### src/hdl/nrsc_pkg.sv
`timescale 1ns / 1ps
// Shared types and constants for the SNTP reply sample pipeline.
// No dependencies; imported by every nrsc module.
package nrsc_pkg;

    localparam int NUM_W  = 73;   // quotient / numerator width of the divider chain
    localparam int REM_W  = 32;   // remainder width (remainder < divisor)
    localparam int MS_W   = 43;   // signed Unix-ms width of a server timestamp
    localparam int STAMP_W = 63;  // local counter stamp width
    localparam int RTT_W  = 31;

    localparam logic signed [32:0] NTP_UNIX_EPOCH_S = 33'sd2208988800;
    localparam logic [9:0]  MS_PER_S        = 10'd1000;
    localparam logic [10:0] MIN_REPLY_BYTES = 11'd48;
    localparam logic [7:0]  STRATUM_LIMIT   = 8'd16;
    localparam logic [1:0]  LEAP_ALARM      = 2'd3;
    localparam logic [2:0]  VERSION_3       = 3'd3;
    localparam logic [2:0]  VERSION_4       = 3'd4;
    localparam logic [2:0]  MODE_SERVER     = 3'd4;
    localparam logic [31:0] FREQ_RESET      = 32'd10000000;
    localparam logic [RTT_W-1:0] RTT_MAX    = 31'h7fffffff;

    typedef enum logic [2:0] {
        RSN_OK        = 3'd0,
        RSN_SHORT     = 3'd1,
        RSN_ALARM     = 3'd2,
        RSN_VERSION   = 3'd3,
        RSN_MODE      = 3'd4,
        RSN_STRATUM   = 3'd5,
        RSN_ZERO_TIME = 3'd6
    } reason_t;

    // Side data that rides along the divider chain with each request.
    typedef struct packed {
        logic                     vld;
        reason_t                  reason;
        logic signed [MS_W-1:0]   tx_ms;
        logic [MS_W-1:0]          proc_ms;
        logic [STAMP_W-1:0]       stamp;
    } cell_data_t;

endpackage

### src/hdl/nrsc_back.sv
`timescale 1ns / 1ps
// Back end: saturates the round trip, removes server processing time, halves
// it and adds it to the transmit time; drives the result registers. Depends on nrsc_pkg.
module nrsc_back
    import nrsc_pkg::*;
(
    input  logic                 clk,
    input  logic                 rst_n,
    input  cell_data_t           data_in,
    input  logic [NUM_W-1:0]     quot_in,
    output logic                 done,
    output logic                 sample_valid,
    output logic [2:0]           reject_reason,
    output logic signed [63:0]   utc_ms,
    output logic [STAMP_W-1:0]   receive_stamp,
    output logic [RTT_W-1:0]     rtt_ms
);

    // stage E1
    logic                e_vld_reg;
    cell_data_t          e_data_reg;
    logic [RTT_W-1:0]    e_rtt_reg, e_rtt_next;
    logic [63:0]         e_half_reg, e_half_next;
    logic [NUM_W:0]      e_diff;

    // stage E2 (output)
    logic                done_reg;
    logic                ok_reg, ok_next;
    reason_t             reason_reg;
    logic [63:0]         utc_reg, utc_next;
    logic [STAMP_W-1:0]  stamp_reg, stamp_next;
    logic [RTT_W-1:0]    rtt_reg, rtt_next;

    always_comb
    begin
        e_rtt_next  = (|quot_in[NUM_W-1:RTT_W]) ? RTT_MAX : quot_in[RTT_W-1:0];
        // clamp at zero when processing time covers the whole round trip
        e_diff      = {1'b0, quot_in} - (NUM_W+1)'(data_in.proc_ms);
        e_half_next = e_diff[NUM_W] ? '0 : e_diff[64:1];
    end

    always_comb
    begin
        ok_next    = (e_data_reg.reason == RSN_OK);
        utc_next   = ok_next ? (64'(e_data_reg.tx_ms) + e_half_reg) : '0;
        stamp_next = ok_next ? e_data_reg.stamp : '0;
        rtt_next   = ok_next ? e_rtt_reg : '0;
    end

    always_ff @(posedge clk or negedge rst_n)
    begin
        if (!rst_n)
        begin
            e_vld_reg <= 1'b0;
            done_reg  <= 1'b0;
        end
        else
        begin
            e_vld_reg <= data_in.vld;
            done_reg  <= e_vld_reg;
        end
    end

    always_ff @(posedge clk)
    begin
        e_data_reg <= data_in;
        e_rtt_reg  <= e_rtt_next;
        e_half_reg <= e_half_next;

        ok_reg     <= ok_next;
        reason_reg <= e_data_reg.reason;
        utc_reg    <= utc_next;
        stamp_reg  <= stamp_next;
        rtt_reg    <= rtt_next;
    end

    assign done          = done_reg;
    assign sample_valid  = ok_reg;
    assign reject_reason = reason_reg;
    assign utc_ms        = $signed(utc_reg);
    assign receive_stamp = stamp_reg;
    assign rtt_ms        = rtt_reg;

endmodule

### config.mk
export PLATFORM = sky130hd
export DESIGN_NAME = nrsc_back
export DESIGN_NICKNAME = d
export VERILOG_FILES = /design/src/hdl/nrsc_pkg.sv /design/src/hdl/nrsc_back.sv
export SDC_FILE = /design/constraint.sdc
export NUM_CORES = 1
export LEC_CHECK = 0
export ABC_AREA = 1
export BUFFER_PORTS_ARGS = -buffer_cell sky130_fd_sc_hd__buf_2
export CORE_ASPECT_RATIO = 1.1
export CORE_MARGIN = 10
export CORE_UTILIZATION = 56
export DETAILED_ROUTE_END_ITERATION = 7
export GPL_TIMING_DRIVEN = 0
export HOLD_SLACK_MARGIN = 0.05
export PLACE_DENSITY = 0.81
export SYNTH_ARGS = -nofsm -noshare
export SYNTH_HDL_FRONTEND = slang
export SYNTH_SLANG_ARGS = --single-unit
### constraint.sdc
create_clock -name clk -period 2.4 [get_ports clk]
set_input_delay 0.36 -clock clk [delete_from_list [all_inputs] [get_ports clk]]
set_output_delay 0.36 -clock clk [all_outputs]
set_load 0.005 [all_outputs]
=== Word-level counts from Yosys, hierarchy flattened ===
Index checks and enable logic that the tools add are counted.

* Reduce and logical (&&, ||, !) cells: 2
* Add/sub/neg operators: 2

{| class="wikitable"
|+ Operator list
! kind !! count
|-
| $sub 73x43->74 || 1
|-
| $add 64x64->64 || 1
|-
| $reduce_or 42->1 || 1
|-
| $logic_not 3->1 || 1
|}

* Output and inout port bits: 163
* Word-level logic and storage cells: 16
* Register bits: 368
* Input bits: 228

=== Logic depth before layout (Yosys ltp) ===
* Depth in word-level cells: 1
* Gate-level depth with buffers: 16
* Depth with buffers taken out: 16

=== Worst setup path after synthesis ===
Ideal clock, no wire load.

* Path kind: register to register
* Start: register e_data_reg[148] in the netlist's numbering
* End: register utc_reg[60], in the netlist utc_ms[60]
* Stages on the path, launching flop included: 11
* Clock period less this slack: 2.119 ns
* Data arrival time: 2.004 ns
* Path buffers: 0
* Setup slack: 0.281 ns
* Cell sequence: dfxtp_1 -> ha_1 -> nand2_1 -> nor2_1 -> inv_1 -> nor3_1 -> nand2_1 -> nor3_1 -> nand2_1 -> a21oi_1 -> nor2_1

* Longest elaborated chain between the ends: 1

{| class="wikitable"
|+ RTL lines
! element !! RTL line !! text
|-
| from (decl) || nrsc_back.sv:21 || <nowiki>cell_data_t e_data_reg;</nowiki>
|-
| from (signal assigned) || nrsc_back.sv:66 || <nowiki>e_data_reg <= data_in;</nowiki>
|-
| $add 64x64->64 || nrsc_back.sv:45 || <nowiki>utc_next = ok_next ? (64'(e_data_reg.tx_ms) + e_half_reg) : '0;</nowiki>
|-
| to (signal assigned) || nrsc_back.sv:72 || <nowiki>utc_reg <= utc_next;</nowiki>
|-
| to (decl) || nrsc_back.sv:30 || <nowiki>logic [63:0] utc_reg, utc_next;</nowiki>
|}

Every way passes these cells.
A chain may end at the register's enable or synchronous reset.

=== Final worst setup path ===
* Start: register e_data_reg[149] in the netlist's numbering
* End: register stamp_reg[61], in the netlist receive_stamp[61]

* Longest elaborated chain between the ends: 1

{| class="wikitable"
|+ RTL lines
! element !! RTL line !! text
|-
| $logic_not 3->1 || nrsc_back.sv:44 || <nowiki>ok_next = (e_data_reg.reason == RSN_OK);</nowiki>
|-
| to (signal assigned) || nrsc_back.sv:73 || <nowiki>stamp_reg <= stamp_next;</nowiki>
|-
| to (decl) || nrsc_back.sv:31 || <nowiki>logic [STAMP_W-1:0] stamp_reg, stamp_next;</nowiki>
|}

Every way passes these cells.

==> flow_summary.toml <==
[floorplan]
die_area_um2 = 43800
rows = 72
die_h_um = 219
core_area_um2 = 35300
ioPinCount = 391
initial_core_util_pct = 56.8
die_x_um = 200

[power_and_ir_drop]
power.leakage_nw = 15.5
irDropWorstVdd_mv = 0.607
cellPowerDensity_nw_per_um2 = 681
finalPower_mw = 17.3

[clock_tree]
cts_sinks = 368
cts_buffers = 37
clockRootBuffer = "clkbuf_16"
clkLatencyLatePin_ns = 0.58
clk_pin_slew_ns = 0.07
h-tree-depth = 2
cts_tree = "built"
cts_setup_buffers = 0
cts_max_path_buffers = 3

[routing]
first_iter_violations = 1522
num_vias = 21428
wire_per_inst_um = 17.9
vias_per_cell = 4.95
remaining_drc_errors = 0
antenna_left = 0
first_pass_iters = 6
drt_wl_total_um = 77500

[synthesis]
ys_seq_area_share_pct = 36.8
yosys.area.top_type = "dfxtp_1"
synth_most_common_cell = "nand2_1"
synthCells = 3245
synth_edf_count = 0
synth_flop_cell = "dfxtp_1"
avgSynthCellArea_um2 = 6.18
synth.distinct_cells = 36
synth_area_um2 = 20100
ys_top_cells_by_count = "1143 x nand2_1, 791 x inv_1, 366 x dfxtp_1, 360 x nor2_1, 136 x a21oi_1"
synth_top_area_share_pct = 36.5
synth_area_leaders = "dfxtp_1 37%, nand2_1 21%, inv_1 15%, nor2_1 6.7%, ha_1 6.5%"
ys_seq_elements = 368
ys_warn_count = 0
synth_nets = 3580
ys_async_sr_fraction_pct = 0.543

[cells_and_area]
syn_to_final_growth_pct = 26.8
n_fill_cell = 2933
largest_reg_flops = 109
fin_cells = 4329
final_nets = 4153
layout-drive-gt1-share_pct = 14.2

[timing]
post-route-period-util_pct = 99.3
clock_skew_ns = 0.0446
worst_slew_pin_slew_ns = 0.925
rsz0062_at_grt = "yes"
max_slew_margin_pct = 38.3
hold_slack_ns = 0.0848
maxSlewViolCount = 0
hold_violations = 0
clock.fmax_mhz = 420
final.min_clock_period_ns = 2.38
final-setup-viol-count = 0

[placed_design]
port_buffers = 390
place.gp.congestion = 1.00
hpwl_um = 57000
dpl.cell_count = 4116

[global_route]
antenna_found_initial = 4
grt_pass1_wl_um = 117000
gr-usage-all-layers_pct = 34.2
grt-ovfl-total = 0
grt_max_degree = 23
grt_pass1_vias = 21057

[run_status]
status = "finished clean"

[critical_path]
crit_fanout = 10
crit_path_end_kind = "flip-flop"
required_ns = 2.82
crit_type = "flip-flop to flip-flop"
startpoint_type = "flip-flop"
worstPathArrival_ns = 2.80

[flow_run]
drv_cap = 0

[min_path]
hold_class = "input pin to flip-flop"
## layout by cell type (no fill, tap or decap), types with 34 or more instances in the layout
master / count
nand3_1: 107
dlygate4sd3_1: 142
buf_2: 393
o21ai_0: 34
dfxtp_1: 365
nand2_1: 1135
ha_1: 94
clkbuf_16: 38
a21oi_1: 136
inv_1: 791
nor2_1: 355
## metrics by stage
step                setup TNS (ns)  util (%)  instance area [µm²]  setup WS [ns]
finish                           0      72.1                25400         0.0172
global route                -0.493      72.1                25400        -0.0934
CTS                              0      71.6                25300        0.00851
detailed placement          -14.49      64.1                22600         -0.413
global placement            -13.81      64.1                22600         -0.430
floorplan                        0         -                20100          0.281
## what timing repair did
item                                    CTS  global route
gates resized for setup                   4            35
hold buffers                            142             0
cloned                                    0             2
hold endpoints to repair                143             0
endpoints found under the setup margin   21            80
## cells by family after synthesis
kind of cell	after synthesis	share of synthesized area [%]
fa+ha+maj	107	6.75
simple gates	1746	35.1
compound gates	175	4.43
flops	368	36.8
buf+inv	817	15.6
xor+xnor	32	1.40
## cell type report
| class | instances | area [µm²] | area share (%) |
|---|---|---|---|
| timing repair buffer | 533 | 3400 | 13.4 |
| buffer | 25 | 160 | 0.629 |
| multi-input combinational | 2061 | 9710 | 38.1 |
| clock inverter | 14 | 139 | 0.546 |
| clock buffer | 51 | 1080 | 4.24 |
| sequential | 368 | 7380 | 29.0 |
| tap | 481 | 602 | 2.37 |
| inverter | 792 | 2970 | 11.7 |
| antenna | 4 | 10.0 | 0.0393 |
## where the power goes
part / switching [mW] / total, mW / internal, mW
logic: 3.19 / 4.82 / 1.63
clock network: 2.60 / 5.80 / 3.20
registers: 0.191 / 6.71 / 6.52
## per-layer routing
metal / GRT usage [%] / part of all wire [%] / wire length, µm
met4: 19.4 / 6.3 / 4860
met2: 62.1 / 49 / 38200
met5: 0 / 0 / 0
met3: 6.55 / 7.3 / 5630
met1: 36.7 / 37 / 28900
## critical path, stage by stage, from the launching register on
cell,delay [ns]
dfxtp_1,0.39
nor3_4,0.11
inv_2,0.27
clkbuf_1,0.74
buf_1,0.50
nor2_1,0.20
## final timing paths
check,cells after the start,slack [ns],to,startpoint
min in group asynchronous,2,0.09,e_vld_reg$_DFF_PN0_,rst_n
setup reg to reg,5,0.02,receive_stamp[61]$_SDFF_PN0_,e_data_reg[149]$_DFF_P_
hold / removal,3,0.08,e_half_reg[63]$_SDFF_PN0_,quot_in[64]
max in group asynchronous,2,2.20,done$_DFF_PN0_,rst_n
hold reg to reg,0,0.39,done$_DFF_PN0_,e_vld_reg$_DFF_PN0_
setup / recovery,5,0.02,receive_stamp[61]$_SDFF_PN0_,e_data_reg[149]$_DFF_P_
Power figures use the tool's default switching activity.
