$ cat src/hdl/nrsc_pkg.sv
`timescale 1ns / 1ps
// Shared types and constants for the SNTP reply sample pipeline.
// No dependencies; imported by every nrsc module.
package nrsc_pkg;

    localparam int NUM_W  = 73;   // quotient / numerator width of the divider chain
    localparam int REM_W  = 32;   // remainder width (remainder < divisor)
    localparam int MS_W   = 43;   // signed Unix-ms width of a server timestamp
    localparam int STAMP_W = 63;  // local counter stamp width
    localparam int RTT_W  = 31;

    localparam logic signed [32:0] NTP_UNIX_EPOCH_S = 33'sd2208988800;
    localparam logic [9:0]  MS_PER_S        = 10'd1000;
    localparam logic [10:0] MIN_REPLY_BYTES = 11'd48;
    localparam logic [7:0]  STRATUM_LIMIT   = 8'd16;
    localparam logic [1:0]  LEAP_ALARM      = 2'd3;
    localparam logic [2:0]  VERSION_3       = 3'd3;
    localparam logic [2:0]  VERSION_4       = 3'd4;
    localparam logic [2:0]  MODE_SERVER     = 3'd4;
    localparam logic [31:0] FREQ_RESET      = 32'd10000000;
    localparam logic [RTT_W-1:0] RTT_MAX    = 31'h7fffffff;

    typedef enum logic [2:0] {
        RSN_OK        = 3'd0,
        RSN_SHORT     = 3'd1,
        RSN_ALARM     = 3'd2,
        RSN_VERSION   = 3'd3,
        RSN_MODE      = 3'd4,
        RSN_STRATUM   = 3'd5,
        RSN_ZERO_TIME = 3'd6
    } reason_t;

    // Side data that rides along the divider chain with each request.
    typedef struct packed {
        logic                     vld;
        reason_t                  reason;
        logic signed [MS_W-1:0]   tx_ms;
        logic [MS_W-1:0]          proc_ms;
        logic [STAMP_W-1:0]       stamp;
    } cell_data_t;

endpackage

$ cat src/hdl/nrsc_front.sv
`timescale 1ns / 1ps
// Front end: reply checks, counter delta, NTP-to-Unix-ms conversion and
// divider numerator, in three register stages. Depends on nrsc_pkg.
module nrsc_front
    import nrsc_pkg::*;
(
    input  logic                 clk,
    input  logic                 rst_n,
    input  logic                 accept,
    input  logic [31:0]          divisor,
    input  logic [10:0]          reply_length,
    input  logic [7:0]           header_byte,
    input  logic [7:0]           stratum,
    input  logic [31:0]          rx_seconds,
    input  logic [31:0]          rx_fraction,
    input  logic [31:0]          tx_seconds,
    input  logic [31:0]          tx_fraction,
    input  logic [STAMP_W-1:0]   send_stamp,
    input  logic [STAMP_W-1:0]   receive_stamp_in,
    output cell_data_t           data_out,
    output logic [NUM_W-1:0]     num_out
);

    localparam logic signed [MS_W-1:0] MS_PER_S_S = MS_W'(MS_PER_S);

    function automatic logic [9:0] frac_to_ms(input logic [31:0] frac);
        logic [41:0] prod;
        prod = 42'(frac) * 42'(MS_PER_S);
        return prod[41:32];
    endfunction

    // stage A
    logic                       a_vld_reg;
    reason_t                    a_reason_reg, a_reason_next;
    logic [STAMP_W-1:0]         a_dt_reg, a_dt_next;
    logic signed [32:0]         a_rx_off_reg, a_tx_off_reg;
    logic [31:0]                a_rx_frac_reg, a_tx_frac_reg;
    logic [STAMP_W-1:0]         a_stamp_reg;
    logic [STAMP_W:0]           a_diff;

    // stage B
    logic                       b_vld_reg;
    reason_t                    b_reason_reg;
    logic signed [MS_W-1:0]     b_rx_ms_reg, b_rx_ms_next;
    logic signed [MS_W-1:0]     b_tx_ms_reg, b_tx_ms_next;
    logic [NUM_W-1:0]           b_num_reg, b_num_next;
    logic [STAMP_W-1:0]         b_stamp_reg;

    // stage C
    logic                       c_vld_reg;
    cell_data_t                 c_data_reg, c_data_next;
    logic [NUM_W-1:0]           c_num_reg;

    always_comb
    begin
        if (reply_length < MIN_REPLY_BYTES)
            a_reason_next = RSN_SHORT;
        else if (header_byte[7:6] == LEAP_ALARM)
            a_reason_next = RSN_ALARM;
        else if (header_byte[5:3] != VERSION_3 && header_byte[5:3] != VERSION_4)
            a_reason_next = RSN_VERSION;
        else if (header_byte[2:0] != MODE_SERVER)
            a_reason_next = RSN_MODE;
        else if (stratum == 8'd0 || stratum >= STRATUM_LIMIT)
            a_reason_next = RSN_STRATUM;
        else if (rx_seconds == 32'd0 || tx_seconds == 32'd0)
            a_reason_next = RSN_ZERO_TIME;
        else
            a_reason_next = RSN_OK;

        // clamp arrival-before-send to zero
        a_diff    = {1'b0, receive_stamp_in} - {1'b0, send_stamp};
        a_dt_next = a_diff[STAMP_W] ? '0 : a_diff[STAMP_W-1:0];
    end

    always_comb
    begin
        b_rx_ms_next = MS_W'(a_rx_off_reg) * MS_PER_S_S
                     + $signed(MS_W'(frac_to_ms(a_rx_frac_reg)));
        b_tx_ms_next = MS_W'(a_tx_off_reg) * MS_PER_S_S
                     + $signed(MS_W'(frac_to_ms(a_tx_frac_reg)));
        // round half up: add half the divisor before dividing
        b_num_next   = NUM_W'(a_dt_reg) * NUM_W'(MS_PER_S) + NUM_W'(divisor[31:1]);
    end

    always_comb
    begin
        c_data_next.vld     = b_vld_reg;
        c_data_next.reason  = b_reason_reg;
        c_data_next.tx_ms   = b_tx_ms_reg;
        c_data_next.proc_ms = (b_tx_ms_reg > b_rx_ms_reg)
                            ? MS_W'(b_tx_ms_reg - b_rx_ms_reg) : '0;
        c_data_next.stamp   = b_stamp_reg;
    end

    always_ff @(posedge clk or negedge rst_n)
    begin
        if (!rst_n)
        begin
            a_vld_reg <= 1'b0;
            b_vld_reg <= 1'b0;
            c_vld_reg <= 1'b0;
        end
        else
        begin
            a_vld_reg <= accept;
            b_vld_reg <= a_vld_reg;
            c_vld_reg <= c_data_next.vld;
        end
    end

    always_ff @(posedge clk)
    begin
        a_reason_reg  <= a_reason_next;
        a_dt_reg      <= a_dt_next;
        a_rx_off_reg  <= $signed({1'b0, rx_seconds}) - NTP_UNIX_EPOCH_S;
        a_tx_off_reg  <= $signed({1'b0, tx_seconds}) - NTP_UNIX_EPOCH_S;
        a_rx_frac_reg <= rx_fraction;
        a_tx_frac_reg <= tx_fraction;
        a_stamp_reg   <= receive_stamp_in;

        b_reason_reg  <= a_reason_reg;
        b_rx_ms_reg   <= b_rx_ms_next;
        b_tx_ms_reg   <= b_tx_ms_next;
        b_num_reg     <= b_num_next;
        b_stamp_reg   <= a_stamp_reg;

        c_data_reg    <= c_data_next;
        c_num_reg     <= b_num_reg;
    end

    always_comb
    begin
        data_out     = c_data_reg;
        data_out.vld = c_vld_reg;
    end

    assign num_out  = c_num_reg;

endmodule

$ cat config.mk
export PLATFORM = sky130hd
export DESIGN_NAME = nrsc_front
export DESIGN_NICKNAME = d
export VERILOG_FILES = /design/src/hdl/nrsc_pkg.sv /design/src/hdl/nrsc_front.sv
export SDC_FILE = /design/constraint.sdc
export NUM_CORES = 2
export LEC_CHECK = 0
export CAP_MARGIN = 20
export CORE_ASPECT_RATIO = 0.6
export CORE_MARGIN = 4
export CORE_UTILIZATION = 66
export DETAILED_ROUTE_END_ITERATION = 10
export DONT_BUFFER_PORTS = 1
export PLACE_DENSITY = 0.92
export SYNTH_ARGS = -nofsm -noshare
export SYNTH_HDL_FRONTEND = slang
export SYNTH_SLANG_ARGS = --single-unit
$ cat constraint.sdc
create_clock -name clk -period 10.6 [get_ports clk]
set_input_delay 2.12 -clock clk [delete_from_list [all_inputs] [get_ports clk]]
set_output_delay 2.12 -clock clk [all_outputs]
set_load 0.01 [all_outputs]
# After elaboration in Yosys (flattened, before gate mapping)
# Cells that the tools add are included.
# Widths: inputs -> output; s select.
# totals
out_inout_bits	226
regBits	712
inputBits	316
# op_classes
magnitude_cmp	3
n_eq_ne	4
n_mux	5
n_mul	5
addsub	7
reduce_logical	7
# ops
cell	count
$add 43x11->43	2
$mul 33x8->40 const B	2
$mul 32x7->39 const B	2
$add 73x31->73	1
$mul 63x7->70 const B	1
$sub 32x32->33 const B	2
$logic_not 32->1	2
$sub 63x63->64	1
$gt 43x43->1	1
$sub 43x43->43	1
$lt 11x6->1 const B	1
$mux 3	3
$ge 8x5->1 const B	1
$logic_not 8->1	1
$ne 3x3->1 const B	2
$mux 2	2
$ne 3x2->1 const B	1
$reduce_or 3->1	1
$eq 2x2->1 const B	1
$logic_or 1x1->1	2
$logic_and 1x1->1	1

# Longest topological paths before layout
# logic_depth
depth_word	7
depth_mapped	33

# Least setup slack after synthesis
# No wires, ideal clock.
# synth_timing
path_kind	register -> register
startpoint	register a_rx_frac_reg[6]
endpoint	register b_rx_ms_reg[41]
setup_slack_ns	3.215
setup_time_ns	0.072
t_arrival_ns	7.313
stages_incl_launch_ff	32
period_less_slack_ns	7.385
path_cell_list	dfxtp_1 > inv_1 > fa_1 > fa_1 > fa_1 > fa_1 > inv_1 > ha_1 > o21a_1 > o2111ai_1 > nor2_1 > a211oi_1 > o21a_1 > o21ai_0 > o21ai_0 > nand2_1 > a21oi_1 > xnor2_1 > inv_1 > fa_1 > nor2b_1 > o21ai_0 > a21boi_0 > o21ai_0 > nand2b_1 > a21o_1 > nand2_1 > or3_4 > or4_4 > or4_4 > nor4_4 > xor2_1
# synth_between
elab_chain_cells	2
# synth_lines
item	line_no	text
start, declared	nrsc_front.sv:37	logic [31:0] a_rx_frac_reg, a_tx_frac_reg;
start signal, assigned	nrsc_front.sv:118	a_rx_frac_reg <= rx_fraction;
$mul 32x7->39	nrsc_front.sv:28	prod = 42'(frac) * 42'(MS_PER_S);
$add 43x11->43	nrsc_front.sv:79	+ $signed(MS_W'(frac_to_ms(a_rx_frac_reg)));
named net b_rx_ms_next[41]	nrsc_front.sv:44	logic signed [MS_W-1:0] b_rx_ms_reg, b_rx_ms_next;
end signal, assigned	nrsc_front.sv:123	b_rx_ms_reg <= b_rx_ms_next;
end, declared	nrsc_front.sv:44	
# The timed path passes the listed nets, and every way through them passes these cells.
# A chain may end at the register's enable or synchronous reset.

# Final worst setup path
# layout_timing
startpoint	register a_rx_frac_reg[7]
endpoint	register b_rx_ms_reg[42]
# The elaborated chain is that of the path after synthesis.

==> flow_summary_export.csv <==
group,metric,value,unit
routing,vias,44493,
cts,clkTransAtPathRegs,0.07,ns
global_route,grt_overflow,0,
setup_path,endpoint_kind,"register",
setup_path,worst_path_max_delay_cell,"fa_1",
synthesis,netlist_instances,5869,
sta,rsz0062_at_grt,"false",
floorplan,start_util,66.5,%
sta,tightest_slew,1.20,ns
routing,first_pass_iters,9,
setup_path,cp-endpoint,"b_rx_ms_reg[42]$_DFF_P_",
global_route,antenna_found_initial,37,
setup_path,arrival,9.65,ns
final_layout,drive_gt1_share,3.21,%
final_layout,largest_register_ffs,152,
synthesis,async_reset_ff_share,0.421,%
synthesis,synth_flop_cell,"dfxtp_1",
cts,cts_buffers,70,
setup_path,reg2reg_slack,1.49,ns
setup_path,regToRegEndpoint,"b_rx_ms_reg[42]$_DFF_P_",
global_route,grt_pass1_wl,254000,µm
synthesis,ys_warn_count,0,
cts,cts-root-buf,"clkbuf_16",
global_route,grt_use_total,35.1,%
setup_path,crit_required,11.14,ns
setup_path,crit_start,"a_rx_frac_reg[7]$_DFF_P_",
routing,drc,0,
floorplan,die_w,392,µm
setup_path,worstReg2RegStart,"a_rx_frac_reg[7]$_DFF_P_",
floorplan,rows,84,
sta,fin_setup_tns,0,ns
sta,setup_violations,0,
synthesis,synth-seq-cells,712,
routing,wl,165000,µm
cts,cts_resized,0,
synthesis,avgSynthCellArea,9.93,µm²
cts,clkLatencyLatePin,0.68,ns
synthesis,synth-seq-area-share,24.5,%
placed_design,port_buffers,0,
setup_path,reg2reg_depth,29,
global_route,grt_pass1_vias,44739,
final_layout,area_growth,6.22,%
run_status,outcome,"finished, final reports clean",
hold_path,hold_path_class,"register to register",
sta,layout_worst_path_cycle_share,85.9,%
final_layout,fin_nets,7573,
sta,slew_headroom,19.4,%
cts,htree_levels,3,
cts,post-cts-setup-buffers,0,
sta,drv_slew,0,
routing,drt_iter0_drc,4876,
flow_run,drv_cap,0,
placed_design,hpwl,135000,µm
synthesis,synth-edff-count,0,
floorplan,io_pins,542,
routing,ant_nets,0,
sta,holdWs,0.314,ns
sta,min_period,9.11,ns
setup_path,worst_path_largest_cell_delay,0.61,ns
setup_path,crit_type,"register to register",
cts,cts_sinks,712,
cts,cts_tree,"yes",
synthesis,syn-num-nets,7602,
cts,cts.path.max_buffers,3,
sta,fmax,110,MHz
floorplan,die-area,93200,µm²
global_route,grt_max_degree,47,
sta,hold_violations,0,
synthesis,yosysUniqueCellTypes,100,
sta,skew,0.0298,ns
placed_design,place.gp.congestion,1.03,
synthesis,syn_area,58300,µm²
setup_path,worstPathMaxFanout,5,
routing,vias_per_cell,6.26,
floorplan,coreArea,87500,µm²
routing,wl_per_cell,23.2,µm
cts,cts_hold_buffers,0,
floorplan,die_h,238,µm
setup_path,cp-start-kind,"register",
==> Yosys cell counts, types with 8 or more instances <==
cell type	instances	share of area, %
o21bai_1	56	0.72
and3_1	43	0.46
nor2b_1	46	0.49
nand4_1	83	0.89
a21o_1	188	2.4
a21oi_1	324	2.8
a311oi_1	10	0.15
nand3_1	99	0.85
a31oi_1	31	0.33
or3_1	31	0.33
and4_1	17	0.26
o31ai_1	24	0.31
a211oi_1	35	0.45
nor2_1	330	2.1
o21ai_0	196	1.7
o211a_1	13	0.22
o31a_1	10	0.15
o311a_1	8	0.14
inv_1	934	6.0
xnor2_1	236	3.5
a21boi_0	18	0.23
fa_1	734	25
ha_1	683	15
o311ai_0	8	0.12
o211ai_1	25	0.32
nor4_1	39	0.42
or2_2	14	0.15
o21a_1	56	0.72
dfxtp_1	709	24
mux2i_1	13	0.22
buf_2	12	0.10
xor2_1	141	2.1
nor3b_1	9	0.12
nand4b_1	9	0.14
and2_1	30	0.32
nand2b_1	41	0.44
a221oi_1	8	0.12
nor3_1	101	0.87
a211o_1	14	0.21
nand2_1	252	1.6
clkbuf_1	89	0.57
==> routing by layer <==
metal,track usage [%],vias to the layer above,part of all wire [%]
li1,-,19674,-
met1,48.5,21682,41
met2,50.9,2686,42
met3,13.0,443,13
met4,12.8,8,3.9
met5,0,-,0.030
==> how the worst min path moves through the flow <==
stage                                          start                 endpoint  slack [ns]  depth (start not counted)
after global placement       b_stamp_reg[60]$_DFF_P_     data_out[60]$_DFF_P_        0.31                          0
after detailed placement      a_stamp_reg[2]$_DFF_P_   b_stamp_reg[2]$_DFF_P_        0.31                          0
after global routing         b_stamp_reg[18]$_DFF_P_     data_out[18]$_DFF_P_        0.33                          0
after floorplan           a_reason_reg[0]$_SDFF_PP1_  b_reason_reg[0]$_DFF_P_        0.31                          0
final                          b_num_reg[60]$_DFF_P_      num_out[60]$_DFF_P_        0.31                          0
after CTS                      b_num_reg[60]$_DFF_P_      num_out[60]$_DFF_P_        0.31                          0
==> cell families (layout without fill, tap and decap cells) <==
kind of cell | Yosys count | after routing | synth area share, %
other cells | 0 | 50 | 0
mux | 14 | 14 | 0.243
flops | 712 | 712 | 24.5
simple gates | 1193 | 1193 | 10.4
fa+ha+maj | 1417 | 1417 | 39.9
xor+xnor | 378 | 378 | 5.71
compound gates | 1116 | 1116 | 12.6
buf+inv | 1039 | 1066 | 6.73
==> final cells by class <==
class / instances / area [µm²]
Timing Repair Buffer: 4 / 27.5
Tap cell: 1161 / 1450
Inverter: 934 / 3510
Antenna cell: 50 / 125
Fill cell: 6029 / 25700
Multi-Input combinational cell: 4118 / 40100
Clock buffer: 83 / 1920
Sequential cell: 712 / 14300
Clock inverter: 45 / 492
==> cells in the final DEF (no fill, tap or decap), types with 13 or more instances in the layout <==
master,n
inv_1,934
fa_1,734
dfxtp_1,709
ha_1,683
nor2_1,330
a21oi_1,324
nand2_1,252
xnor2_1,236
o21ai_0,196
a21o_1,188
xor2_1,141
nor3_1,101
nand3_1,99
nand4_1,83
clkbuf_16,74
o21a_1,56
o21bai_1,56
diode_2,50
nor2b_1,46
and3_1,43
nand2b_1,41
nor4_1,38
a211oi_1,35
or3_1,31
a31oi_1,31
and2_1,30
o211ai_1,25
o31ai_1,24
a21boi_0,18
and4_1,17
a211o_1,14
or2_2,14
o211a_1,13
mux2i_1,13
==> through the flow <==
step | instances | setup WS, ns | cell area (µm²) | utilization, %
after floorplan | 5869 | 3.22 | 58300 | -
after global placement | 6928 | 2.00 | 59300 | 67.8
after detailed placement | 6928 | 1.82 | 59300 | 67.8
after CTS | 7056 | 1.74 | 61700 | 70.5
after global routing | 7078 | 1.04 | 61800 | 70.6
final | 7107 | 1.49 | 61900 | 70.7
==> worst max-delay path: cells and delay by family, from the launching register on <==
family | cells | cell delay, ns
AOI/OAI and AO/OA | 12 | 2.94
adders and majority gates | 6 | 2.77
and+or+nand+nor | 7 | 2.22
xor gates and xnor gates | 2 | 0.42
DFF | 1 | 0.40
buffers and inverters | 2 | 0.23
Power is left out: the tool's default activity adds up to more than one toggle a clock period on the data nets, which glitch-free logic cannot reach.
