**src/hdl/nrsc_pkg.sv**
```systemverilog
`timescale 1ns / 1ps
// Shared types and constants for the SNTP reply sample pipeline.
// No dependencies; imported by every nrsc module.
package nrsc_pkg;

    localparam int NUM_W  = 73;   // quotient / numerator width of the divider chain
    localparam int REM_W  = 32;   // remainder width (remainder < divisor)
    localparam int MS_W   = 43;   // signed Unix-ms width of a server timestamp
    localparam int STAMP_W = 63;  // local counter stamp width
    localparam int RTT_W  = 31;

    localparam logic signed [32:0] NTP_UNIX_EPOCH_S = 33'sd2208988800;
    localparam logic [9:0]  MS_PER_S        = 10'd1000;
    localparam logic [10:0] MIN_REPLY_BYTES = 11'd48;
    localparam logic [7:0]  STRATUM_LIMIT   = 8'd16;
    localparam logic [1:0]  LEAP_ALARM      = 2'd3;
    localparam logic [2:0]  VERSION_3       = 3'd3;
    localparam logic [2:0]  VERSION_4       = 3'd4;
    localparam logic [2:0]  MODE_SERVER     = 3'd4;
    localparam logic [31:0] FREQ_RESET      = 32'd10000000;
    localparam logic [RTT_W-1:0] RTT_MAX    = 31'h7fffffff;

    typedef enum logic [2:0] {
        RSN_OK        = 3'd0,
        RSN_SHORT     = 3'd1,
        RSN_ALARM     = 3'd2,
        RSN_VERSION   = 3'd3,
        RSN_MODE      = 3'd4,
        RSN_STRATUM   = 3'd5,
        RSN_ZERO_TIME = 3'd6
    } reason_t;

    // Side data that rides along the divider chain with each request.
    typedef struct packed {
        logic                     vld;
        reason_t                  reason;
        logic signed [MS_W-1:0]   tx_ms;
        logic [MS_W-1:0]          proc_ms;
        logic [STAMP_W-1:0]       stamp;
    } cell_data_t;

endpackage

```
**src/hdl/nrsc_div_cell.sv**
```systemverilog
`timescale 1ns / 1ps
// One restoring-division cell: yields one quotient bit per request and hands
// remainder, shifted numerator and side data to the next cell. Depends on nrsc_pkg.
module nrsc_div_cell
    import nrsc_pkg::*;
(
    input  logic              clk,
    input  logic              rst_n,
    input  logic [REM_W-1:0]  divisor,
    input  cell_data_t        data_in,
    input  logic [REM_W-1:0]  rem_in,
    input  logic [NUM_W-1:0]  num_in,
    output cell_data_t        data_out,
    output logic [REM_W-1:0]  rem_out,
    output logic [NUM_W-1:0]  num_out
);

    logic               vld_reg;
    cell_data_t         data_reg;
    logic [REM_W-1:0]   rem_reg, rem_next;
    logic [NUM_W-1:0]   num_reg, num_next;
    logic [REM_W:0]     trial;
    logic [REM_W:0]     sub;
    logic               q_bit;

    always_comb
    begin
        // bring down the next numerator bit, try the subtract
        trial    = {rem_in, num_in[NUM_W-1]};
        sub      = trial - {1'b0, divisor};
        q_bit    = (trial >= {1'b0, divisor});
        rem_next = q_bit ? sub[REM_W-1:0] : trial[REM_W-1:0];
        num_next = {num_in[NUM_W-2:0], q_bit};
    end

    always_ff @(posedge clk or negedge rst_n)
    begin
        if (!rst_n)
            vld_reg <= 1'b0;
        else
            vld_reg <= data_in.vld;
    end

    always_ff @(posedge clk)
    begin
        data_reg <= data_in;
        rem_reg  <= rem_next;
        num_reg  <= num_next;
    end

    always_comb
    begin
        data_out     = data_reg;
        data_out.vld = vld_reg;
    end

    assign rem_out  = rem_reg;
    assign num_out  = num_reg;

endmodule

```
**config.mk**
```make
export PLATFORM = sky130hd
export DESIGN_NAME = nrsc_div_cell
export DESIGN_NICKNAME = d
export VERILOG_FILES = /design/src/hdl/nrsc_pkg.sv /design/src/hdl/nrsc_div_cell.sv
export SDC_FILE = /design/constraint.sdc
export NUM_CORES = 1
export LEC_CHECK = 0
export BUFFER_PORTS_ARGS = -buffer_cell sky130_fd_sc_hd__clkbuf_2
export CAP_MARGIN = 20
export CORE_AREA = 2 2 216 218
export CTS_CLUSTER_SIZE = 24
export DETAILED_ROUTE_END_ITERATION = 12
export DIE_AREA = 0 0 218 220
export GPL_ROUTABILITY_DRIVEN = 0
export PLACE_DENSITY = 0.39
export SKIP_LAST_GASP = 1
export SYNTH_ARGS = -nofsm -noshare
export SYNTH_HDL_FRONTEND = slang
export SYNTH_SLANG_ARGS = --single-unit
```
**constraint.sdc**
```tcl
create_clock -name clk -period 0.8 [get_ports clk]
set_input_delay 0.08 -clock clk [delete_from_list [all_inputs] [get_ports clk]]
set_output_delay 0.08 -clock clk [all_outputs]
set_load 0.01 [all_outputs]
```
=== After elaboration in Yosys (flattened, before gate mapping) ===
Index checks and enable logic that the tools add are counted.

* Flip-flop bits (word level): 258
* Input port bits: 292
* Output and inout port bits: 258
* Logic and storage cells: 10

* Add/sub/neg operators: 1
* Order comparisons: 1
* Muxes and demuxes: 1

{| class="wikitable"
|+ Operators with widths
! cell !! count
|-
| 33-bit by 32-bit >= comparator with 1-bit output || 1
|-
| 32-bit 2-to-1 mux || 1
|-
| 32-bit subtractor || 1
|}

=== Depth between registers and ports, before layout ===
Gate-level depths: netlist of the first run.

* Depth after elaboration: 2
* Depth in mapped cells: 13
* Gate-level depth less buffers: 11

=== Least setup slack after synthesis of the first run ===
No wires, ideal clock.

* Path type: input-to-reg
* Start point: input port divisor[23]
* End point: register rem_reg[14], in the netlist rem_out[14]
* Library setup time: 0.121 ns
* Arrival time: 2.188 ns
* Required time: 0.679 ns
* Setup slack: -1.509 ns
* Stages on the path: 11
* Buffers on the path: 2
* Cell sequence: inv_1 > ha_1 > buf_6 > and3_1 > o21a_1 > a311oi_2 > o21ai_1 > or3b_1 > o21a_1 > buf_6 > mux2_4

* Cells in the longest elaborated chain, start to end: 2

{| class="wikitable"
|+ RTL lines
! what !! line !! RTL
|-
| start, declared || nrsc_div_cell.sv:9 || <nowiki>input logic [REM_W-1:0] divisor,</nowiki>
|-
| 33-bit by 32-bit >= comparator with 1-bit output || nrsc_div_cell.sv:31 || <nowiki>q_bit = (trial >= {1'b0, divisor});</nowiki>
|-
| 32-bit 2-to-1 mux || nrsc_div_cell.sv:32 || <nowiki>rem_next = q_bit ? sub[REM_W-1:0] : trial[REM_W-1:0];</nowiki>
|-
| net rem_next[14] || nrsc_div_cell.sv:20 || <nowiki>logic [REM_W-1:0] rem_reg, rem_next;</nowiki>
|-
| end signal, assigned || nrsc_div_cell.sv:47 || <nowiki>rem_reg <= rem_next;</nowiki>
|-
| end, declared || nrsc_div_cell.sv:20 ||
|}

The timed path passes the listed nets, and every way through them passes these cells.

=== Final worst setup path of the first run ===
* Start point: input port divisor[24]
* End point: register rem_reg[14], in the netlist rem_out[14]

Same word-level chain as after synthesis.

==> results of run 1 <==
[power by group]
part,switching (mW),internal (mW)
combinational,3.41,4.91
sequential,0.411,14.0
clock,5.62,8.05
[worst paths after layout]
path	from	end
min in group asynchronous	rst_n	vld_reg$_DFF_PN0_
hold / removal	num_in[72]	rem_out[0]$_DFF_P_
max in group asynchronous	rst_n	vld_reg$_DFF_PN0_
setup / recovery	divisor[24]	rem_out[14]$_DFF_P_
[cell usage in the layout (no fill, tap or decap), types with 21 or more instances in the layout]
cell	netlist	routed
a21oi_1	54	29
a21oi_2	1	23
buf_2	5	122
buf_4	2	124
buf_6	5	106
buf_8	0	42
clkbuf_16	0	30
clkbuf_2	0	284
dfxtp_1	257	122
dfxtp_2	0	134
dlygate4sd3_1	0	257
inv_1	46	39
nand2_1	24	21
[through the flow]
step,worst slack (ns),area (µm²)
global route,-1.10,17600
finish,-1.05,17600
detailed placement,-1.81,11900
global placement,-1.80,11900
floorplan,-1.41,7610
CTS,-1.06,16300
[critical path: cells and delay by family]
| kind | cells | cell delay, ns |
|---|---|---|
| compound gates | 3 | 0.69 |
| fa+ha+maj | 1 | 0.20 |
| buf+inv | 4 | 0.44 |
| mux | 1 | 0.29 |
| simple gates | 2 | 0.59 |
[cell type report]
cell class	count	area, µm²	area share
sequential	258	5340	0.303
antenna	3	7.51	0.000426
clock inverter	12	155	0.00880
timing repair buffer	946	7620	0.432
tap	607	759	0.0431
clock buffer	40	838	0.0475
inverter	46	183	0.0104
multi-input combinational	296	2730	0.155
[cell families (layout without fill, tap and decap cells)]
| logic type | after synthesis | after routing | synth area share |
|---|---|---|---|
| other cells | 0 | 3 | 0 |
| flops | 258 | 258 | 0.689 |
| xor+xnor | 26 | 26 | 0.0303 |
| compound gates | 120 | 120 | 0.0975 |
| buf+inv | 64 | 1044 | 0.0388 |
| simple gates | 107 | 107 | 0.0697 |
| fa+ha+maj | 33 | 33 | 0.0560 |
| mux | 10 | 10 | 0.0187 |
[what timing repair did]
item | CTS | global route
endpoints found under the setup margin | 291 | 291
hold buffers | 256 | 1
buffers inserted | 9 | 5
pin swaps | 15 | 32
gates resized for setup | 181 | 534
endpoints found under the hold margin | 258 | 3
gates cloned | 5 | 0
[routing by layer]
metal  vias up  global-route usage
li1       4000                   -
met1      3772               0.137
met2       296               0.251
met3        56              0.0293
met4         2              0.0465
met5         -                   0
==> out/results.ini, run 1 <==
[timing]
finalHoldViolations = 2
worstMarginPinSlew_ns = 0.416
finalMaxSlewViolations = 0
fin_tns_setup_ns = -103.44
post-route-period-util = 2.32
setup_slack_ns = -1.05
rsz0062_at_grt = yes
relSlewSlack = 0.720
whs_ns = -0.213
fmax_mhz = 539
setup_viol = 291
period_needed_ns = 1.85

[floorplanning]
die_x_um = 218
num_rows = 79
die_area_um2 = 48000
start_util = 0.164
die_h_um = 220
pin_count = 550
core_um2 = 45900

[detailed_routing]
vias = 8126
top_layer_used = met5
wl_um = 34700
vias_per_cell = 3.68
m1WireLength_um = 12300
wire_per_inst_um = 15.7
drc = 0
drt_iter0_markers = 217
dr_wl_met3_um = 2390
drtPass1Iterations = 4
dr_wl_met2_um = 18900
ant_nets = 0

[clock_tree]
cts_tree = done
path_clk_slew_ns = 0.06
htreeDepth = 1
clk_path_buf_depth = 3
cts_inserted_buffers = 30
clock_sinks = 258
cts_root_buf = clkbuf_16

[layout]
final_cells = 2208
final_nets = 1903
nFillCells = 4450
syn2layout_area_growth_pct = 135
utilization = 0.385
drive_gt1_frac = 0.620
largest_reg_flops = 152

[critical_path]
cpPeakStageDelay_ns = 0.38
cp-start-kind = primary input
crit_slowest_cell = or3b_4
cp-end-kind = flop
required_ns = 1.24
crit_fanout = 5
path_class = primary input to flop
worstPathCellList = buf_6, inv_4, ha_4, and3_4, buf_4, a311oi_4, o21ai_2, or3b_4, o21a_4, buf_12, mux2_4
cp_data_arrival_time_ns = 2.30

[global_routing]
grt_pass1_vias = 8303
grt_overflow_total = 0
antenna_found_initial = 5
grt_pass1_wl_um = 47600
grt_usage = 0.130
grt_max_degree = 16

[logic_synthesis]
yosysSeqAreaShare = 0.689
yosysWarnings = 0
yosys-top-cells-count = dfxtp_1 (257), a21oi_1 (54), inv_1 (46)
synth_most_common_cell = dfxtp_1
syn_avg_cell_area_um2 = 12.1
synth_area_leaders = dfxtp_1 (69%), ha_1 (5.3%), a21oi_1 (3.6%), inv_1 (2.3%), xnor2_1 (1.9%)
synth_nets = 943
yosys_register_bits = 258
synth_top_cell_by_area = dfxtp_1
syn-cell-area_um2 = 7500
ys.flop_type = dfxtp_1
synth_top_area_share = 0.686
synth-edff-count = 0
postSynthCellCount = 618
synth_cell_types = 50
async_flop_share = 0.00388

[run_status]
violations = hold timing, setup timing
outcome = finished with violations

[power_and_ir_drop]
power.total_mw = 36.4
power.density_nw_per_um2 = 2060
p_leak_nw = 8.25
ir_drop_uv = 1900

[place]
dp_cells = 1879
dpl.hpwl_um = 25200
port_buffers = 549

[worst_hold_path]
whs_path_depth = 3
hold_class = primary input to flop

[run]
drv_cap = 0

Note: power is estimated with default switching activity, not from simulation.
==> run 2, diff against run 1 <==
==> constraint.sdc (replaced) <==
create_clock -name clk -period 0.8 [get_ports clk]
set_input_delay 0 -clock clk [delete_from_list [all_inputs] [get_ports clk]]
set_output_delay 0 -clock clk [all_outputs]
set_load 0.01 [all_outputs]
==> out/results.ini, run 2 (synthesis results as in run 1) <==
[layout]
utilization = 0.377
drive_gt1_frac = 0.605
final_nets = 1905
largest_reg_flops = 152
mostFrequentLayoutCells = clkbuf_2 (290), dlygate4sd3_1 (254), buf_4 (132)
syn2layout_area_growth_pct = 130
final_cells = 2207
fin_area_um2 = 17300
final_common_cell = clkbuf_2

[detailed_routing]
vias = 8078
drt_iter0_markers = 190
drc = 0
drtPass1Iterations = 4
vias_per_cell = 3.66
wire_per_inst_um = 15.6
wl_um = 34500
ant_nets = 0

[place]
post_dp_cell_area_um2 = 11900
port_buffers = 549
pre_cts_ws_ns = -1.72
dpl.hpwl_um = 25200
dp_cells = 1879

[timing]
worstMarginPinSlew_ns = 0.373
fmax_mhz = 548
period_needed_ns = 1.83
finalHoldViolations = 5
finalMaxSlewViolations = 0
setup_slack_ns = -1.03
fin_tns_setup_ns = -81.11
post-route-period-util = 2.28
whs_ns = -0.288
rsz0062_at_grt = yes
relSlewSlack = 0.749
setup_viol = 291

[floorplanning]
die_x_um = 218
pin_count = 550
die_area_um2 = 48000
start_util = 0.164
num_rows = 79
core_um2 = 45900
die_h_um = 220

[critical_path]
crit_fanout = 6
worstPathCellList = buf_8, inv_6, ha_4, a21o_1, o21a_1, a311oi_2, o21ai_2, or3b_4, o21a_4, buf_6, buf_16, buf_4, a21oi_2
cp-start-kind = primary input
crit_slowest_cell = or3b_4
path_class = primary input to flop
cpLargestDelayFamily = compound AO/OA/AOI/OAI gates
cp_data_arrival_time_ns = 2.31
cpPeakStageDelay_ns = 0.40
required_ns = 1.29
path_buf_inv = 5
cp-end-kind = flop

[global_routing]
antenna_found_initial = 2
grt_overflow_total = 0
grt_usage = 0.129
grt_max_degree = 16
grt_pass1_wl_um = 47100
grt_pass1_vias = 8323

[run_status]
violations = hold timing, setup timing
outcome = finished with violations

[power_and_ir_drop]
ir_drop_uv = 1710
power.total_mw = 35.7
power.density_nw_per_um2 = 2070
p_leak_nw = 8.16

[clock_tree]
clk_path_buf_depth = 3
path_clk_slew_ns = 0.06
htreeDepth = 1
cts_tree = done
clock_sinks = 258
cts_inserted_buffers = 30
cts_root_buf = clkbuf_16

[worst_hold_path]
hold_class = primary input to flop

[run]
drv_cap = 0

## run 2: changes by cell type in the layout (fill, tap and decap cells not counted), sizes merged
cell	before	now
bufinv	2	1
diode	3	1
clkinvlp	0	4
clkinv	6	4
dlygate4sd3	257	254
buf	405	403
clkbuf	324	329
## run 2: repair_timing
item | 4_1_cts | 5_1_grt
setup endpoints to repair | 291 | 291
resized for setup | 163 | 487
gates cloned | 3 | 0
hold buffers | 253 | 1
setup buffers | 8 | 12
hold endpoints to repair | 258 | 6
pin swaps | 10 | 20
## run 2: final timing paths
check / start / end / slack, ns / cells past startpoint
min in group asynchronous: rst_n / vld_reg$_DFF_PN0_ / 0.29 / 3
min: num_in[72] / rem_out[0]$_DFF_P_ / -0.29 / 3
max in group asynchronous: rst_n / vld_reg$_DFF_PN0_ / 0.40 / 3
max: divisor[23] / rem_out[8]$_DFF_P_ / -1.03 / 13
## run 2: report_power, final
| part | leakage (nW) | total (mW) | switching (mW) | internal, mW |
|---|---|---|---|---|
| combinational | 5.52 | 8.04 | 3.31 | 4.74 |
| sequential | 2.18 | 14.4 | 0.403 | 14.0 |
| clock | 0.462 | 13.3 | 5.63 | 7.69 |
| total | 8.16 | 35.7 | 9.34 | 26.4 |
## run 2: area by class of cell
type / instances / area, µm²
Sequential cell: 258 / 5340
Antenna cell: 1 / 2.50
Multi-Input combinational cell: 296 / 2540
Fill cell: 4512 / 28600
Timing Repair Buffer: 948 / 7510
Inverter: 46 / 178
Clock inverter: 13 / 133
Clock buffer: 38 / 831
Tap cell: 607 / 759
## run 2: layer usage
| layer | GRT usage | vias up | wire, µm |
|---|---|---|---|
| met5 | 0 | - | 13 |
| met4 | 0.0413 | 2 | 994 |
| met3 | 0.0276 | 60 | 2160 |
| met2 | 0.250 | 283 | 19000 |
| met1 | 0.136 | 3743 | 12400 |
| li1 | - | 3990 | - |
==> run 3, diff against run 2 <==
--- a/config.mk
+++ b/config.mk
@@ -5,14 +5,15 @@
 export SDC_FILE = /design/constraint.sdc
 export NUM_CORES = 1
 export LEC_CHECK = 0
+export ABC_AREA = 1
 export BUFFER_PORTS_ARGS = -buffer_cell sky130_fd_sc_hd__clkbuf_2
 export CAP_MARGIN = 20
-export CORE_AREA = 2 2 216 218
+export CORE_AREA = 2 2 215 217
 export CTS_CLUSTER_SIZE = 24
 export DETAILED_ROUTE_END_ITERATION = 12
-export DIE_AREA = 0 0 218 220
+export DIE_AREA = 0 0 217 219
 export GPL_ROUTABILITY_DRIVEN = 0
-export PLACE_DENSITY = 0.39
+export PLACE_DENSITY = 0.41
 export SKIP_LAST_GASP = 1
 export SYNTH_ARGS = -nofsm -noshare
 export SYNTH_HDL_FRONTEND = slang
==> out/results.ini, run 3 <==
[place]
port_buffers = 549
dp_cells = 2156
post_dp_cell_area_um2 = 13100
pre_cts_ws_ns = -1.01
dpl.hpwl_um = 34000

[global_routing]
use_met1 = 0.194
grt_use_met3 = 0.0378
grt_max_degree = 20
grt_usage = 0.176
top_usage_layer = met2
use_met2 = 0.326
grt_pass1_wl_um = 61900
antenna_found_initial = 11
grt_pass1_vias = 9648
grt_overflow_total = 0

[layout]
drive_gt1_frac = 0.573
utilization = 0.422
syn2layout_area_growth_pct = 127
final_common_cell = clkbuf_2
fin_area_um2 = 19000
nFillCells = 4397
final_nets = 2187
largest_reg_flops = 152
final_cells = 2489
mostFrequentLayoutCells = clkbuf_2 (288), dlygate4sd3_1 (255), nand2_1 (213)

[clock_tree]
clock_sinks = 258
htreeDepth = 1
cts_root_buf = clkbuf_16
clk_path_buf_depth = 3
cts_inserted_buffers = 29
cts_tree = done
path_clk_slew_ns = 0.07

[detailed_routing]
ant_nets = 0
drtPass1Iterations = 4
drt_iter0_markers = 272
wire_per_inst_um = 18.1
wl_um = 45000
drc = 0
vias = 9380
vias_per_cell = 3.77

[logic_synthesis]
synth_top_cell_by_area = dfxtp_1
synth_cell_types = 31
synth_most_common_cell = nand2_1
syn-cell-area_um2 = 8370
synth_top_area_share = 0.615
yosysSeqAreaShare = 0.618
postSynthCellCount = 911
synth_nets = 1236
yosys_register_bits = 258
syn_avg_cell_area_um2 = 9.19
ys.flop_type = dfxtp_1
yosys-top-cells-count = nand2_1 (276), dfxtp_1 (257), inv_1 (149)
yosysWarnings = 0
synth-edff-count = 0
async_flop_share = 0.00388
synth_area_leaders = dfxtp_1 (61%), nand2_1 (12%), inv_1 (6.7%), ha_1 (4.8%), nand3_1 (3.1%)

[timing]
setup_slack_ns = -0.345
relSlewSlack = 0.806
worstMarginPinSlew_ns = 0.290
fmax_mhz = 873
fin_tns_setup_ns = -61.94
period_needed_ns = 1.15
post-route-period-util = 1.43
whs_ns = -0.315
finalMaxSlewViolations = 0
finalHoldViolations = 13
setup_viol = 291
rsz0062_at_grt = yes

[floorplanning]
num_rows = 78
die_area_um2 = 47500
core_um2 = 45100
die_x_um = 217
die_h_um = 219
pin_count = 550
start_util = 0.186

[critical_path]
required_ns = 1.31
cp-end-kind = flop
startpoint = rem_in[29]
cp-start-kind = primary input
path_class = primary input to flop
crit_fanout = 6
critPathCapture = rem_out[15]$_DFF_P_
cp_data_arrival_time_ns = 1.65

[power_and_ir_drop]
power.density_nw_per_um2 = 1960
ir_drop_uv = 1910
p_leak_nw = 9.39
power.total_mw = 37.3

[run_status]
outcome = finished with violations
violations = hold timing, setup timing

[worst_hold_path]
hold_class = primary input to flop

[run]
drv_cap = 0

-- run 3: cell count changes after synthesis, moves of 7 or more --
| cell | delta |
|---|---|
| o31ai_1 | -7 |
| inv_1 | +103 |
| xnor2_1 | -15 |
| nand3_2 | +16 |
| nand3_1 | +44 |
| a21oi_1 | -33 |
| mux2_4 | -8 |
| nand2_1 | +252 |
| o21ai_0 | -15 |
| nand3b_1 | +9 |
| a21o_1 | -8 |
| nand2b_1 | -7 |
-- run 3: worst min path at each step --
stage	from	end	slack, ns	cells past startpoint
6_report	rem_in[25]	rem_out[26]$_DFF_P_	-0.32	3
5_1_grt	num_in[72]	rem_out[0]$_DFF_P_	-0.31	3
4_1_cts	rem_in[25]	rem_out[26]$_DFF_P_	-0.36	3
3_5_place_dp	rst_n	vld_reg$_DFF_PN0_	-0.19	1
3_3_place_gp	rst_n	vld_reg$_DFF_PN0_	-0.19	1
2_1_floorplan	rst_n	vld_reg$_DFF_PN0_	-0.30	0
-- run 3: worst max-delay path, cell delays in order --
cell and delay [ns]:
clkbuf_2 0.11, ha_4 0.30, nand2_4 0.06, nor3_4 0.21
nand2_2 0.12, buf_6 0.14, a21oi_4 0.14, nor2_4 0.07
buf_12 0.13, nand2_8 0.11, clkbuf_16 0.17, nand2_2 0.04
nand2_1 0.06
-- run 3: cells by family (layout without fill, tap and decap cells) --
| family | count (synthesis) | after routing | synth area share |
|---|---|---|---|
| flip-flops | 258 | 258 | 0.618 |
| adder cells (fa/ha/maj) | 33 | 33 | 0.0502 |
| buffers and inverters | 163 | 1136 | 0.0788 |
| AO/OA/AOI/OAI | 24 | 24 | 0.0146 |
| AND/OR/NAND/NOR | 419 | 420 | 0.224 |
| other | 0 | 4 | 0 |
| XOR/XNOR | 14 | 14 | 0.0146 |
-- run 3: area by class of cell --
| type | instances | area [µm²] | share of cell area |
|---|---|---|---|
| sequential | 258 | 5400 | 0.284 |
| inverter | 152 | 578 | 0.0304 |
| antenna | 4 | 10.0 | 0.000526 |
| timing repair buffer | 930 | 7820 | 0.411 |
| clock inverter | 15 | 213 | 0.0112 |
| clock buffer | 39 | 803 | 0.0422 |
| multi-input combinational | 491 | 3450 | 0.181 |
| tap | 600 | 751 | 0.0395 |
-- run 3: per-layer routing --
layer / part of all wire / vias up
met5: 0.0013 / -
met4: 0.049 / 10
met3: 0.062 / 99
li1: - / 4669
met2: 0.52 / 325
met1: 0.37 / 4277
-- run 3: power breakdown --
| part | leakage, nW | internal (mW) | switching (mW) | total (mW) |
|---|---|---|---|---|
| sequential | 2.18 | 13.9 | 0.508 | 14.4 |
| clock | 0.489 | 8.42 | 5.74 | 14.2 |
| combinational | 6.71 | 4.88 | 3.85 | 8.73 |
-- run 3: what timing repair did --
| action | in CTS | in global routing |
|---|---|---|
| cloned | 3 | 1 |
| resized for setup | 309 | 495 |
| hold buffers | 250 | 5 |
| pin swaps | 18 | 25 |
| buffers inserted | 16 | 2 |
| endpoints found under the hold margin | 258 | 16 |
| endpoints found under the setup margin | 291 | 291 |
